===== src/design/amgs_pkg.sv =====
`default_nettype none
package amgs_pkg;

  localparam int OP_W   = 4;
  localparam int NODE_W = 4;
  localparam int NUM_W  = 5;
  localparam int STAT_W = 2;

  localparam logic [OP_W-1:0] OP_CLEAR    = 4'd0;
  localparam logic [OP_W-1:0] OP_ADD_EDGE = 4'd1;
  localparam logic [OP_W-1:0] OP_NEIGH    = 4'd2;
  localparam logic [OP_W-1:0] OP_DEGREE   = 4'd3;
  localparam logic [OP_W-1:0] OP_MIN_DEG  = 4'd4;
  localparam logic [OP_W-1:0] OP_PROPS    = 4'd5;
  localparam logic [OP_W-1:0] OP_COMPLETE = 4'd6;
  localparam logic [OP_W-1:0] OP_PATH     = 4'd7;
  localparam logic [OP_W-1:0] OP_CYCLE    = 4'd8;

  localparam logic [STAT_W-1:0] ST_OK       = 2'd0;
  localparam logic [STAT_W-1:0] ST_RANGE    = 2'd1;
  localparam logic [STAT_W-1:0] ST_CYC_MIN  = 2'd2;

  typedef struct packed {
    logic [OP_W-1:0]   operation;
    logic [NODE_W-1:0] node_a;
    logic [NODE_W-1:0] node_b;
  } req_t;

  typedef struct packed {
    logic [NUM_W-1:0]  result_value;
    logic              value_valid;
    logic              null_flag;
    logic              trivial_flag;
    logic              simple_flag;
    logic [STAT_W-1:0] status;
    logic              last;
  } res_t;

endpackage
`default_nettype wire


===== src/design/amgs_if.sv =====
`default_nettype none
interface amgs_req_if;
  logic           valid;
  logic           ready;
  amgs_pkg::req_t data;
  modport source (output valid, output data, input ready);
  modport sink (input valid, input data, output ready);
endinterface

interface amgs_res_if;
  logic           valid;
  logic           ready;
  amgs_pkg::res_t data;
  modport source (output valid, output data, input ready);
  modport sink (input valid, input data, output ready);
endinterface

interface amgs_cfg_if;
  logic                       valid;
  logic                       ready;
  logic [amgs_pkg::NUM_W-1:0] data;
  modport source (output valid, output data, input ready);
  modport sink (input valid, input data, output ready);
endinterface
`default_nettype wire


===== src/design/adjacency_matrix_graph_store_unit.sv =====
// Channel   Role    Carries
// cfg_i     sink    num_nodes write
// req_i     sink    operation, node_a, node_b
// res_o     source  result fields with last
// A request is taken only when the unit is idle; one is worked on at a time.
// Add edge reads and writes the row of each end node in turn, neighbours scans the
// columns up to the last neighbour and gives one result per neighbour, minimum degree
// and properties read every row in turn, and the patterns write one row per vertex.
// Reset clears the per-row valid flags at once, so no clearing pass is needed.
// A result waiting in the output register stalls the unit at its next result until it is taken.
`default_nettype none
module adjacency_matrix_graph_store_unit #(
  parameter int MAX_NODES   = 16,
  parameter int COUNT_WIDTH = 8
) (
  input  wire logic   clk_i,
  input  wire logic   rst_ni,
  amgs_cfg_if.sink    cfg_i,
  amgs_req_if.sink    req_i,
  amgs_res_if.source  res_o
);
  import amgs_pkg::*;

  localparam int AW = (MAX_NODES > 1) ? $clog2(MAX_NODES) : 1;
  localparam int RW = MAX_NODES * COUNT_WIDTH;
  localparam logic [COUNT_WIDTH-1:0] CNT_MAX = '1;

  localparam logic [2:0] S_IDLE  = 3'd0;
  localparam logic [2:0] S_READ  = 3'd1;
  localparam logic [2:0] S_EVAL  = 3'd2;
  localparam logic [2:0] S_WRITE = 3'd3;
  localparam logic [2:0] S_SCAN  = 3'd4;
  localparam logic [2:0] S_PUSH  = 3'd5;

  logic [2:0]           state_q, state_d;
  logic [NUM_W-1:0]     num_q;
  logic [NUM_W-1:0]     n;
  logic [OP_W-1:0]      op_q, op_d;
  logic [NODE_W-1:0]    a_q, a_d, b_q, b_d;
  logic [NUM_W-1:0]     cnt_q, cnt_d, cnt_inc;
  logic                 phase_q, phase_d;
  logic [NUM_W-1:0]     acc_q, acc_d;
  logic [MAX_NODES-1:0] mask_q, mask_d;
  res_t                 res_q, res_d;
  res_t                 out_q;
  logic                 out_valid_q;
  logic                 out_load;

  logic [RW-1:0]        mem_q [MAX_NODES];
  logic [MAX_NODES-1:0] vld_q;
  logic [RW-1:0]        rd_q;
  logic                 rowv_q;
  logic                 re, we, vclr;
  logic [AW-1:0]        raddr, waddr;
  logic [RW-1:0]        wdata;

  logic [RW-1:0]        row_eff, row_mod, row_pat;
  logic [MAX_NODES-1:0] nz, ge2;
  logic [NUM_W-1:0]     pc;
  logic [AW-1:0]        col;
  logic [COUNT_WIDTH-1:0] old_cnt;

  function automatic logic [NUM_W-1:0] pop(input logic [MAX_NODES-1:0] v);
    logic [NUM_W-1:0] c;
    c = '0;
    for (int k = 0; k < MAX_NODES; k++) begin
      c = c + NUM_W'(v[k]);
    end
    return c;
  endfunction

  assign n = (32'(num_q) > MAX_NODES) ? NUM_W'(MAX_NODES) : num_q;
  assign cnt_inc = cnt_q + NUM_W'(1);

  assign cfg_i.ready = 1'b1;
  always_ff @(posedge clk_i or negedge rst_ni) begin
    if (!rst_ni) begin
      num_q <= '0;
    end else if (cfg_i.valid) begin
      num_q <= cfg_i.data;
    end
  end

  assign row_eff = rowv_q ? rd_q : '0;

  always_comb begin
    for (int j = 0; j < MAX_NODES; j++) begin
      nz[j]  = (row_eff[j*COUNT_WIDTH +: COUNT_WIDTH] != '0) && (j < int'(n));
      ge2[j] = (row_eff[j*COUNT_WIDTH +: COUNT_WIDTH] > COUNT_WIDTH'(1))
               && (j < int'(n)) && (j >= int'(cnt_q));
    end
  end
  assign pc = pop(nz);

  assign col     = phase_q ? AW'(a_q) : AW'(b_q);
  assign old_cnt = row_eff[col*COUNT_WIDTH +: COUNT_WIDTH];
  always_comb begin
    row_mod = row_eff;
    if (old_cnt != CNT_MAX) begin
      row_mod[col*COUNT_WIDTH +: COUNT_WIDTH] = old_cnt + COUNT_WIDTH'(1);
    end
  end

  always_comb begin
    int r;
    int nn;
    logic bit_set;
    r  = int'(cnt_q);
    nn = int'(n);
    row_pat = '0;
    for (int j = 0; j < MAX_NODES; j++) begin
      bit_set = 1'b0;
      if (op_q == OP_COMPLETE) begin
        bit_set = (j < nn) && (j != r);
      end else begin
        bit_set = (j < nn) && ((j == r + 1) || (r == j + 1));
        if (op_q == OP_CYCLE) begin
          bit_set = bit_set || ((r == 0) && (j == nn - 1)) || ((j == 0) && (r == nn - 1));
        end
      end
      row_pat[j*COUNT_WIDTH +: COUNT_WIDTH] = COUNT_WIDTH'(bit_set);
    end
  end

  always_comb begin
    priority if (op_q == OP_ADD_EDGE) begin
      raddr = phase_q ? AW'(b_q) : AW'(a_q);
    end else if (op_q == OP_NEIGH || op_q == OP_DEGREE) begin
      raddr = AW'(a_q);
    end else begin
      raddr = AW'(cnt_q);
    end
  end

  assign req_i.ready = (state_q == S_IDLE);

  always_comb begin
    state_d  = state_q;
    op_d     = op_q;
    a_d      = a_q;
    b_d      = b_q;
    cnt_d    = cnt_q;
    phase_d  = phase_q;
    acc_d    = acc_q;
    mask_d   = mask_q;
    res_d    = res_q;
    re       = 1'b0;
    we       = 1'b0;
    vclr     = 1'b0;
    waddr    = phase_q ? AW'(b_q) : AW'(a_q);
    wdata    = row_mod;
    out_load = 1'b0;
    unique case (state_q)
      S_IDLE: begin
        if (req_i.valid) begin
          op_d    = req_i.data.operation;
          a_d     = req_i.data.node_a;
          b_d     = req_i.data.node_b;
          res_d   = '0;
          res_d.last = 1'b1;
          cnt_d   = '0;
          phase_d = 1'b0;
          state_d = S_PUSH;
          case (req_i.data.operation)
            OP_CLEAR: vclr = 1'b1;
            OP_ADD_EDGE: begin
              if ({1'b0, req_i.data.node_a} >= n || {1'b0, req_i.data.node_b} >= n) begin
                res_d.status = ST_RANGE;
              end else begin
                state_d = S_READ;
              end
            end
            OP_NEIGH, OP_DEGREE: begin
              if ({1'b0, req_i.data.node_a} >= n) begin
                res_d.status = ST_RANGE;
              end else begin
                state_d = S_READ;
              end
            end
            OP_MIN_DEG: begin
              acc_d = '1;
              if (n != '0) begin
                state_d = S_READ;
              end
            end
            OP_PROPS: begin
              res_d.simple_flag = 1'b1;
              res_d.null_flag   = (n == '0);
              if (n != '0) begin
                state_d = S_READ;
              end
            end
            OP_COMPLETE, OP_PATH: begin
              vclr = 1'b1;
              if (n != '0) begin
                state_d = S_WRITE;
              end
            end
            OP_CYCLE: begin
              if (n < NUM_W'(3)) begin
                res_d.status = ST_CYC_MIN;
              end else begin
                vclr    = 1'b1;
                state_d = S_WRITE;
              end
            end
            default: state_d = S_PUSH;
          endcase
        end
      end
      S_READ: begin
        re      = 1'b1;
        state_d = S_EVAL;
      end
      S_EVAL: begin
        state_d = S_PUSH;
        case (op_q)
          OP_ADD_EDGE: begin
            we = 1'b1;
            if (!phase_q) begin
              phase_d = 1'b1;
              state_d = S_READ;
            end
          end
          OP_NEIGH: begin
            mask_d = nz;
            cnt_d  = '0;
            if (nz != '0) begin
              state_d = S_SCAN;
            end
          end
          OP_DEGREE: begin
            res_d.result_value = pc;
            res_d.value_valid  = 1'b1;
          end
          OP_MIN_DEG: begin
            if (pc < acc_q) begin
              acc_d = pc;
            end
            if (cnt_inc == n) begin
              res_d.result_value = (pc < acc_q) ? pc : acc_q;
              res_d.value_valid  = 1'b1;
            end else begin
              cnt_d   = cnt_inc;
              state_d = S_READ;
            end
          end
          OP_PROPS: begin
            if (ge2 != '0) begin
              res_d.simple_flag = 1'b0;
            end
            if (cnt_q == '0 && n == NUM_W'(1) && row_eff[COUNT_WIDTH-1:0] == '0) begin
              res_d.trivial_flag = 1'b1;
            end
            if (cnt_inc != n) begin
              cnt_d   = cnt_inc;
              state_d = S_READ;
            end
          end
          default: state_d = S_PUSH;
        endcase
      end
      S_WRITE: begin
        we    = 1'b1;
        waddr = AW'(cnt_q);
        wdata = row_pat;
        if (cnt_inc == n) begin
          state_d = S_PUSH;
        end else begin
          cnt_d = cnt_inc;
        end
      end
      S_SCAN: begin
        if (mask_q[AW'(cnt_q)]) begin
          res_d.result_value = cnt_q;
          res_d.value_valid  = 1'b1;
          res_d.last         = (((mask_q >> cnt_q) >> 1) == '0);
          state_d            = S_PUSH;
        end else begin
          cnt_d = cnt_inc;
        end
      end
      S_PUSH: begin
        if (!out_valid_q || res_o.ready) begin
          out_load = 1'b1;
          if (op_q == OP_NEIGH && !res_q.last) begin
            cnt_d   = cnt_inc;
            state_d = S_SCAN;
          end else begin
            state_d = S_IDLE;
          end
        end
      end
      default: state_d = S_IDLE;
    endcase
  end

  always_ff @(posedge clk_i or negedge rst_ni) begin
    if (!rst_ni) begin
      state_q     <= S_IDLE;
      cnt_q       <= '0;
      phase_q     <= 1'b0;
      out_valid_q <= 1'b0;
      vld_q       <= '0;
      rowv_q      <= 1'b0;
    end else begin
      state_q <= state_d;
      cnt_q   <= cnt_d;
      phase_q <= phase_d;
      if (out_load) begin
        out_valid_q <= 1'b1;
      end else if (res_o.ready) begin
        out_valid_q <= 1'b0;
      end
      if (vclr) begin
        vld_q <= '0;
      end
      if (we) begin
        vld_q[waddr] <= 1'b1;
      end
      if (re) begin
        rowv_q <= vld_q[raddr];
      end
    end
  end

  always_ff @(posedge clk_i) begin
    op_q   <= op_d;
    a_q    <= a_d;
    b_q    <= b_d;
    acc_q  <= acc_d;
    mask_q <= mask_d;
    res_q  <= res_d;
    if (out_load) begin
      out_q <= res_q;
    end
  end

  always_ff @(posedge clk_i) begin
    if (we) begin
      mem_q[waddr] <= wdata;
    end
    if (re) begin
      rd_q <= mem_q[raddr];
    end
  end

  assign res_o.valid = out_valid_q;
  assign res_o.data  = out_q;

endmodule
`default_nettype wire


===== src/flat_wrapper.sv =====
// flat-port wrapper written by rule: the top's interface ports become plain ports
module adjacency_matrix_graph_store_unit_flat import amgs_pkg::*;
#(
  parameter int MAX_NODES   = 16,
  parameter int COUNT_WIDTH = 8
)
  (clk_i, rst_ni, cfg_i_valid, cfg_i_data, cfg_i_ready, req_i_valid, req_i_data, req_i_ready, res_o_valid, res_o_data, res_o_ready);
  amgs_cfg_if cfg_i_i ();
  amgs_req_if req_i_i ();
  amgs_res_if res_o_i ();
  input  wire logic clk_i;
  input  wire logic rst_ni;
  input wire logic [$bits(cfg_i_i.valid)-1:0] cfg_i_valid;
  input wire logic [$bits(cfg_i_i.data)-1:0] cfg_i_data;
  output wire logic [$bits(cfg_i_i.ready)-1:0] cfg_i_ready;
  input wire logic [$bits(req_i_i.valid)-1:0] req_i_valid;
  input wire logic [$bits(req_i_i.data)-1:0] req_i_data;
  output wire logic [$bits(req_i_i.ready)-1:0] req_i_ready;
  output wire logic [$bits(res_o_i.valid)-1:0] res_o_valid;
  output wire logic [$bits(res_o_i.data)-1:0] res_o_data;
  input wire logic [$bits(res_o_i.ready)-1:0] res_o_ready;
  assign cfg_i_i.valid = cfg_i_valid;
  assign cfg_i_i.data = cfg_i_data;
  assign cfg_i_ready = cfg_i_i.ready;
  assign req_i_i.valid = req_i_valid;
  assign req_i_i.data = req_i_data;
  assign req_i_ready = req_i_i.ready;
  assign res_o_valid = res_o_i.valid;
  assign res_o_data = res_o_i.data;
  assign res_o_i.ready = res_o_ready;
  adjacency_matrix_graph_store_unit #(.MAX_NODES(MAX_NODES), .COUNT_WIDTH(COUNT_WIDTH)) u_core (.clk_i(clk_i), .rst_ni(rst_ni), .cfg_i(cfg_i_i), .req_i(req_i_i), .res_o(res_o_i));
endmodule

===== config.mk =====
export PLATFORM = sky130hd
export DESIGN_NAME = adjacency_matrix_graph_store_unit_flat
export DESIGN_NICKNAME = d
export VERILOG_FILES = /design/src/design/amgs_pkg.sv /design/src/design/amgs_if.sv /design/src/design/adjacency_matrix_graph_store_unit.sv /design/src/flat_wrapper.sv
export SDC_FILE = /design/constraint.sdc
export NUM_CORES = 2
export LEC_CHECK = 0
export BUFFER_PORTS_ARGS = -buffer_cell sky130_fd_sc_hd__buf_2
export CORE_MARGIN = 2
export CORE_UTILIZATION = 50
export DETAILED_ROUTE_END_ITERATION = 10
export PLACE_DENSITY_LB_ADDON = 0.05
export SLEW_MARGIN = 20
export SYNTH_ARGS = -nofsm -noshare
export SYNTH_HDL_FRONTEND = slang
export SYNTH_SLANG_ARGS = --single-unit

===== constraint.sdc =====
create_clock -name clk_i -period 10.2 [get_ports clk_i]
set_input_delay 3.06 -clock clk_i [delete_from_list [all_inputs] [get_ports clk_i]]
set_output_delay 3.06 -clock clk_i [all_outputs]
set_load 0.05 [all_outputs]

==> flow_summary.yaml <==
worst_setup_path:
  worst_setup_path_start_kind: "flip-flop"
  worst-setup-path-type: "reg2reg"
  timing.critical_path.fanout_max: 26
  worstRegToRegCells: 24
  rr_startpoint: "u_core.num_q[4]"
  required_time_worst_endpoint_ns: 10.89
  timing.critical_path.to_type: "flip-flop"
  crit_path_start: "u_core.num_q[4]"
  worstPathArrival_ns: 8.35
logic_synthesis:
  netlist.area_leader.share_pct: 70.8
  synthMostInstantiatedCell: "edfxtp_1"
  synthArstFlopShare_pct: 1.41
  yosys-top-cells-count: "edfxtp_1, nand2_1, nand3_1"
  synth_area_in_compound_gates_pct: 7.87
  synth_simple_gate_area_share_pct: 15.9
  synth_xor_xnor_area_share_pct: 0.270
  number_of_flops_mapped_to_enable_cells_by_yosys: 2233
  dominant_cells_by_area_after_synthesis: "edfxtp_1, nand2_1, a311oi_1"
  flops_latches_synth: 2265
  yosys.area_share.adder_pct: 0.648
  synth_top_family_by_area: "simple AND/OR/NAND/NOR gates"
  net_count_after_synthesis: 7498
  most_used_flip_flop_cell_after_synthesis: "edfxtp_1"
  synthesis.area_per_instance_um2: 12.7
  yosysUniqueCellTypes: 108
  post_synth_inst_count: 7433
  yosysTopAreaCell: "edfxtp_1"
  synth-seq-area-share_pct: 71.7
  yosys_warnings: 0
  syn_area_um2: 94700
  yosys-mux-area-fraction_pct: 0.998
cells_and_area:
  fin_cells: 10000
  fin_nets: 7418
  num-fill-cells: 15600
  final_layout_size_suffix_gt1_share_pct: 8.66
  areaGrowthSynthToFinish_pct: 10.6
clocking:
  cts-buffers-inserted: 232
  post_cts.repair.setup_buffers: 0
  cts.clk_slew.worst_paths_ns: 0.06
  insertion_delay_ns: 0.87
  cts_root_buf: "clkbuf_16"
  cts_tree: "done"
  clock_path_buffers: 3
  h-tree-depth: 4
  clock_sink_count: 2265
  post_cts_hold_buffer_count: 0
  cts_resized: 0
placement:
  buffer_ports.inserted: 35
  placed_cells_incl_taps: 9614
  detailed_place_hpwl_um: 161000
  gp_congestion: 0.941
timing:
  tightest_slew_ns: 1.19
  fin_crit_ns: 7.66
  final-hold-violation-count: 0
  relSlewSlack_pct: 21.0
  slew_violations: 0
  fmax_ghz: 0.131
  report.final.setup_viol: 0
  finalCritPeriodShare_pct: 75.1
  grt_setup_unrepaired: "false"
  fin_skew_ns: 0.0525
  fin_setup_tns_ns: 0
route:
  drc: 0
  drt_first_pass_iters: 6
  post_drt_via_cell_ratio: 6.20
  dr_total_vias: 62200
  drt_iter0_drc: 6970
  ant_nets: 0
  routed_wl_um: 292000
  routedWlPerCell_um: 29.1
global_route:
  overflow: 0
  first_global_vias: 58300
  grt_max_degree: 154
  grt_antenna_before_repair: 9
  global_route_wire_length_before_repair_um: 421000
  groute.usage.overall_pct: 30.0
worst_hold_path:
  holdPathStages: 0
  holdCritPathClass: "reg2reg"
  min_from: "u_core.res_q[11]"
job:
  cap_viol_max_count: 0
die:
  ios: 37
  core_region_area_um2: 188000
  initial_utilization_pct: 50.4
  dieArea_um2: 193000
  dieHeight_um: 439
  rows: 159
  floorplan.die.width_um: 439
pwr:
  max-vdd-ir-drop_mv: 0.349
  power_per_cell_area_nw_per_um2: 306
  power_leakage_nw: 35.8
run_status:
  status: "completed"
## power by group
part           total (W)  switching, W  internal, W  leakage [nW]
clock network    0.00797       0.00352      0.00445          3.42
logic             0.0113       0.00824      0.00305          11.5
registers         0.0128      0.000431       0.0124          20.9
total             0.0320        0.0122       0.0199          35.8
## layer usage
layer / GRT usage, % / vias to the layer above / routed length (um)
li1: - / 27600 / -
met1: 44.1 / 31700 / 128000
met2: 47.0 / 2508 / 136000
met3: 4.13 / 410 / 20700
met4: 8.09 / 2 / 7580
met5: 0 / - / 13
## logic make-up (layout without fill, tap and decap cells)
logic type                 after synthesis  in the layout
DFF                                   2265           2265
AOI/OAI and AO/OA                     1025           1025
muxes                                   60             60
and+or+nand+nor                       3428           3428
xor gates and xnor gates                22             22
adders and majority gates               43             43
other                                    1              3
buffers and inverters                  589            699
## through the flow
stage               hold slack (ns)  worst slack (ns)  utilization, %  area [um2]  power [W]
floorplan                     0.400              2.38               -       94700     0.0197
global placement              0.402              2.60            51.9       97600     0.0242
detailed placement            0.405              2.61            52.0       97700     0.0242
CTS                           0.418              2.59            55.7      105000     0.0321
global route                  0.432              2.06            55.7      105000     0.0335
finish                        0.414              2.54            55.7      105000     0.0320
## state kept, by name, indices dropped and copies added (netlist names), 5 cells and up
register,flops
u_core.vld_q,16
u_core.rd_q,128
u_core.res_o.data,12
u_core.acc_q,5
u_core.num_q,5
u_core.res_q,12
u_core.mem_q,2048
u_core.mask_q,16
u_core.cnt_q,5
## critical path, cell delays in order (launching register included)
cell and delay [ns]:
dfrtp_1 0.71, nor2b_1 0.53, inv_1 0.16, ha_1 0.38, o21ai_0 0.37, nand2_1 0.15
a21o_1 0.19, ha_1 0.27, inv_1 0.04, fa_1 0.50, fa_1 0.43, fa_1 0.52
fa_1 0.44, fa_1 0.44, fa_1 0.63, inv_1 0.06, ha_1 0.26, a21o_1 0.16
a21oi_1 0.14, nor2b_1 0.06, o21ai_0 0.14, nand2b_1 0.25, and2_1 0.27, nand2b_1 0.18
o21ai_0 0.20
## path summary, 6_finish.rpt
kind | slack, ns | endpoint
worst max-delay path | 2.54 | u_core.res_q[9]
worst min-delay path | 0.41 | u_core.res_o.data[11]
worst max register to register | 2.54 | u_core.res_q[9]
worst min register to register | 0.41 | u_core.res_o.data[11]
max in group asynchronous | 7.28 | u_core.rowv_q
min in group asynchronous | 2.31 | u_core.state_q[0]
## cell type report
cell class / count / area (um2) / share of cell area [%]
Sequential cell: 2265 / 67900 / 64.8
Multi-Input combinational cell: 4579 / 24700 / 23.6
Clock buffer: 310 / 6230 / 5.95
Tap cell: 2495 / 3120 / 2.98
Timing Repair Buffer: 216 / 1860 / 1.77
Clock inverter: 114 / 781 / 0.745
Inverter: 59 / 231 / 0.221
Antenna cell: 2 / 5.00 / 0.00478
## cells in the final DEF (no fill, tap or decap), types with 48 or more instances in the layout
cell,instances
and3_1,265
edfxtp_1,2233
clkinv_1,61
nor3_1,48
clkbuf_1,69
a21oi_1,189
buf_4,155
nor2_1,96
a311oi_1,388
nand2_1,2198
o21ai_0,71
nand3_1,629
a31oi_1,142
clkbuf_16,236
inv_1,55
(Power assumes the default switching activity.)
